### src/sv/pcd_pkg.sv
// Shared constants and types for the prefix code table decoder.
package pcd_pkg;

    localparam int SYM_W            = 8;
    localparam int LEN_W            = 6;
    localparam int CODE_W           = 32;
    localparam int BITS_PER_BYTE    = 8;
    localparam int BIT_CNT_W        = $clog2(BITS_PER_BYTE);
    localparam int DEF_NUM_SYMBOLS  = 256;
    localparam int DEF_MAX_CODE_LEN = 32;

    localparam logic ACT_LOAD   = 1'b0;
    localparam logic ACT_DECODE = 1'b1;

    typedef struct packed {
        logic             push;
        logic             flush;
        logic [SYM_W-1:0] symbol;
        logic             bad;
    } rq_req_t;

    typedef struct packed {
        logic ready;
        logic held;
    } rq_stat_t;

endpackage

### src/sv/pcd_result_q.sv
// Result hold slot and output register that marks the last result of a byte.
module pcd_result_q
    import pcd_pkg::*;
(
    input  logic             clk,
    input  logic             rst_n,
    input  rq_req_t          req,
    output rq_stat_t         st,
    output logic             out_valid,
    input  logic             out_ready,
    output logic [SYM_W-1:0] out_symbol,
    output logic             bad_code,
    output logic             last_of_run
);

    logic             hold_vld_reg, hold_vld_next;
    logic [SYM_W-1:0] hold_sym_reg, hold_sym_next;
    logic             hold_bad_reg, hold_bad_next;
    logic             out_vld_reg, out_vld_next;
    logic [SYM_W-1:0] out_sym_reg, out_sym_next;
    logic             out_bad_reg, out_bad_next;
    logic             out_last_reg, out_last_next;
    logic             out_free;

    assign out_free = !out_vld_reg || out_ready;
    assign st.ready = !hold_vld_reg || out_free;
    assign st.held  = hold_vld_reg;

    always_comb
    begin
        hold_vld_next = hold_vld_reg;
        hold_sym_next = hold_sym_reg;
        hold_bad_next = hold_bad_reg;
        out_vld_next  = out_vld_reg;
        out_sym_next  = out_sym_reg;
        out_bad_next  = out_bad_reg;
        out_last_next = out_last_reg;

        if (out_vld_reg && out_ready)
        begin
            out_vld_next = 1'b0;
        end

        // move the held result out once the next one or the byte end shows up
        if ((req.push || req.flush) && st.ready && hold_vld_reg)
        begin
            out_vld_next  = 1'b1;
            out_sym_next  = hold_sym_reg;
            out_bad_next  = hold_bad_reg;
            out_last_next = req.flush;
        end

        if (req.push && st.ready)
        begin
            hold_vld_next = 1'b1;
            hold_sym_next = req.symbol;
            hold_bad_next = req.bad;
        end
        else if (req.flush && st.ready)
        begin
            hold_vld_next = 1'b0;
        end
    end

    always_ff @(posedge clk or negedge rst_n)
    begin
        if (!rst_n)
        begin
            hold_vld_reg <= 1'b0;
            hold_sym_reg <= '0;
            hold_bad_reg <= 1'b0;
            out_vld_reg  <= 1'b0;
            out_sym_reg  <= '0;
            out_bad_reg  <= 1'b0;
            out_last_reg <= 1'b0;
        end
        else
        begin
            hold_vld_reg <= hold_vld_next;
            hold_sym_reg <= hold_sym_next;
            hold_bad_reg <= hold_bad_next;
            out_vld_reg  <= out_vld_next;
            out_sym_reg  <= out_sym_next;
            out_bad_reg  <= out_bad_next;
            out_last_reg <= out_last_next;
        end
    end

    assign out_valid   = out_vld_reg;
    assign out_symbol  = out_sym_reg;
    assign bad_code    = out_bad_reg;
    assign last_of_run = out_last_reg;

    a_bad_has_zero_symbol: assert property (@(posedge clk) disable iff (!rst_n)
        (out_vld_reg && out_bad_reg) |-> (out_sym_reg == '0))
        else $error("error result carries a nonzero symbol");

    a_hold_kept: assert property (@(posedge clk) disable iff (!rst_n)
        (hold_vld_reg && !req.push && !req.flush) |=> hold_vld_reg)
        else $error("held result dropped without a push or flush");

endmodule
### config.mk
export PLATFORM = sky130hd
export DESIGN_NAME = pcd_result_q
export DESIGN_NICKNAME = d
export VERILOG_FILES = /design/src/sv/pcd_pkg.sv /design/src/sv/pcd_result_q.sv
export SDC_FILE = /design/constraint.sdc
export NUM_CORES = 1
export LEC_CHECK = 0
export ABC_AREA = 0
export BUFFER_PORTS_ARGS = -buffer_cell sky130_fd_sc_hd__buf_2
export CAP_MARGIN = 20
export CORE_MARGIN = 3
export CORE_UTILIZATION = 48
export DETAILED_ROUTE_END_ITERATION = 8
export GPL_TIMING_DRIVEN = 1
export PLACE_DENSITY = 0.75
export SYNTH_ARGS = -nofsm -noshare
export SYNTH_HDL_FRONTEND = slang
export SYNTH_SLANG_ARGS = --single-unit
### constraint.sdc
create_clock -name clk -period 1.4 [get_ports clk]
set_input_delay 0.14 -clock clk [delete_from_list [all_inputs] [get_ports clk]]
set_output_delay 0.14 -clock clk [all_outputs]
set_load 0.02 [all_outputs]
==> reports/results.tsv <==
metric	value	unit
status	finished clean	
Worst EP required	1.59	ns
TritonCTS buffer count	3	
post-cts sizing count	0	
Post-Place Setup Slack	0.105	ns
endpoints failing hold	0	
post-synthesis area per instance	17.0	um2
CP max-delay cell	dfrtp_2	
Post-DP HPWL	1020	um
leakage	0.516	nW
layout cells sized above 1	66.7	%
CP Capture Type	flip-flop	
Die ar.	0.00231	mm2
Die Y	48.1	um
global-route wire length before repair	2160	um
Starting Density	53.9	%
worst setup margin	0.0999	ns
DR DRC count	0	
pin count of the biggest net entering global routing	22	
clock share of power	17.9	%
crit path cell chain	nand2b_4, nor2b_1, buf_4, mux2_4	
CP delay by family, top	flip-flops	
Power Density	1540	mW/mm2
final period utilization	92.9	%
post-synth top area share	61.9	%
Setup Total Neg Slack	0	ns
Yosys cell types	12	
gr usage total	13.9	%
initial drt markers	2	
WS Path Type	reg -> reg	
GR Overflow Total	0	
actual slew at the worst max-slew pin	0.448	ns
Seq cells post-synth	21	
clock latency on the worst-skew pair	0.30	ns
post-synth net total	64	
Post-synth top cells	dfrtp_1 (21), mux2_4 (10), mux2_2 (9)	
area leader, netlist	dfrtp_1	
Row Count	14	
Layout area overhead	21.8	%
nets	96	
PortBufs	26	
CP Max Fanout	6	
Slew headroom	70.2	%
RePlAce Congestion	0.635	
initial antenna violation count	0	
worst IR drop on VDD	0.000785	V
core area	0.00158	mm2
setup violators final	0	
Fillers	128	
Psw	0.000488	W
TritonCTS clock tree	done	
DRT Pass-1 Iters	2	
Final Max Tran Viols	0	
max incr delay on CP	0.45	ns
Fmax	769	MHz
number of synthesized flops with an enable pin	0	
Design Power	0.00159	W
Gate power share	30.9	%
CTS root buffer	clkbuf_4	
Clock transition at path regs	0.11	ns
Post-Syn Area	850	um2
sw frac	30.7	%
CTS Hold Bufs	1	
setup repair after global routing missed its margin	no	
Flop pwr share	51.2	%
Worst setup SP type	flip-flop	
footprint of the multi-input gates	305	um2
Avg WL per Cell	14.0	um
I/O pin count	27	
H-tree levels	1	
CTS Buffer Depth	2	
DIE WIDTH	48.1	um
Async SR Flop Fraction	100	%
drt via density	5.08	
clk sink count	21	
Routed Antenna Nets	0	
Main synth FF type	dfrtp_1	
vias in the first global route	495	
Storage cell area	527	um2
Setup Fix Bufs, Post-CTS	0	
WL final	1360	um
Post-Synthesis Cells	50	
count leader, synth	dfrtp_1	
final worst path period need	1.30	ns
antenna fix cells	0	
Worst Hold Class	in -> reg	
vias	493	
Worst Skew	0.00550	ns
Syn. warnings	0	
Synth area leaders	dfrtp_1 (62%), mux2_4 (18%), mux2_2 (12%)	
Maximum Capacitance Violations	0	
post-synthesis sequential area ratio	61.9	%
internal power	0.00110	W
Worst Path Arrival	1.49	ns
CP bufs+invs	1	
[power by group through the flow]
| stage | Clock (W) | Sequential [W] | Combinational (W) |
|---|---|---|---|
| after floorplan | 0 | 0.000930 | 0.000231 |
| after global placement | 0 | 0.000823 | 0.000487 |
| after detailed placement | 0 | 0.000826 | 0.000497 |
| after CTS | 0.000297 | 0.000816 | 0.000500 |
| after global routing | 0.000324 | 0.000832 | 0.000528 |
| final | 0.000285 | 0.000814 | 0.000491 |
[kinds of logic after synthesis]
logic type | count (synthesis) | synth area share [%]
compound gates | 2 | 1.47
buf+inv | 2 | 2.21
flops | 21 | 61.9
mux | 19 | 29.6
simple gates | 6 | 4.86
[cells in the final DEF, fill, tap and decap left out]
master	count
dlygate4sd3_1	1
dfrtp_2	1
a21o_1	1
nand3b_1	1
buf_4	2
clkbuf_4	3
o21ai_1	1
nor2b_1	1
mux2_4	10
nand2b_4	1
nand2_2	1
mux2_2	9
dfrtp_1	20
buf_2	26
nand2_1	2
clkinv_2	1
[per-stage QoR]
step                cell area [um2]  std cells  util [%]  hold WS [ns]
global placement                997         92      63.3         0.113
global route                   1030         97      65.6        0.0418
floorplan                       851         50         -        -0.156
detailed placement              997         92      63.3         0.114
CTS                            1030         97      65.6        0.0517
finish                         1030         97      65.6        0.0614
[path summary, 6_finish.rpt]
path                                        startpoint                   endpoint  slack (ns)  depth (start not counted)
setup / recovery                 out_valid$_DFFE_PN0P_       bad_code$_DFFE_PN0P_         0.1                          4
hold / removal                                 req[10]   hold_vld_reg$_DFFE_PN0P_        0.06                          2
setup reg to reg                 out_valid$_DFFE_PN0P_       bad_code$_DFFE_PN0P_         0.1                          4
hold reg to reg            hold_sym_reg[3]$_DFFE_PN0P_  out_symbol[3]$_DFFE_PN0P_        0.52                          1
max in group asynchronous                        rst_n      out_valid$_DFFE_PN0P_        0.76                          2
min in group asynchronous                        rst_n  out_symbol[6]$_DFFE_PN0P_        0.31                          2
[per-layer routing]
| metal | part of all wire, % | up-vias | track usage [%] |
|---|---|---|---|
| li1 | - | 235 | - |
| met3 | 4.8 | 0 | 4.14 |
| met4 | 0 | 0 | 6.45 |
| met1 | 46 | 243 | 17.6 |
| met2 | 49 | 15 | 21.9 |
| met5 | 0 | - | 0 |
[final cells by class]
type | count | share of cell area [%]
tap | 16 | 1.93
multi-input combinational | 27 | 29.5
sequential | 21 | 50.9
timing repair buffer | 29 | 15.0
clock buffer | 3 | 2.18
clock inverter | 1 | 0.484
No activity file was read; power rests on OpenSTA's default activity.
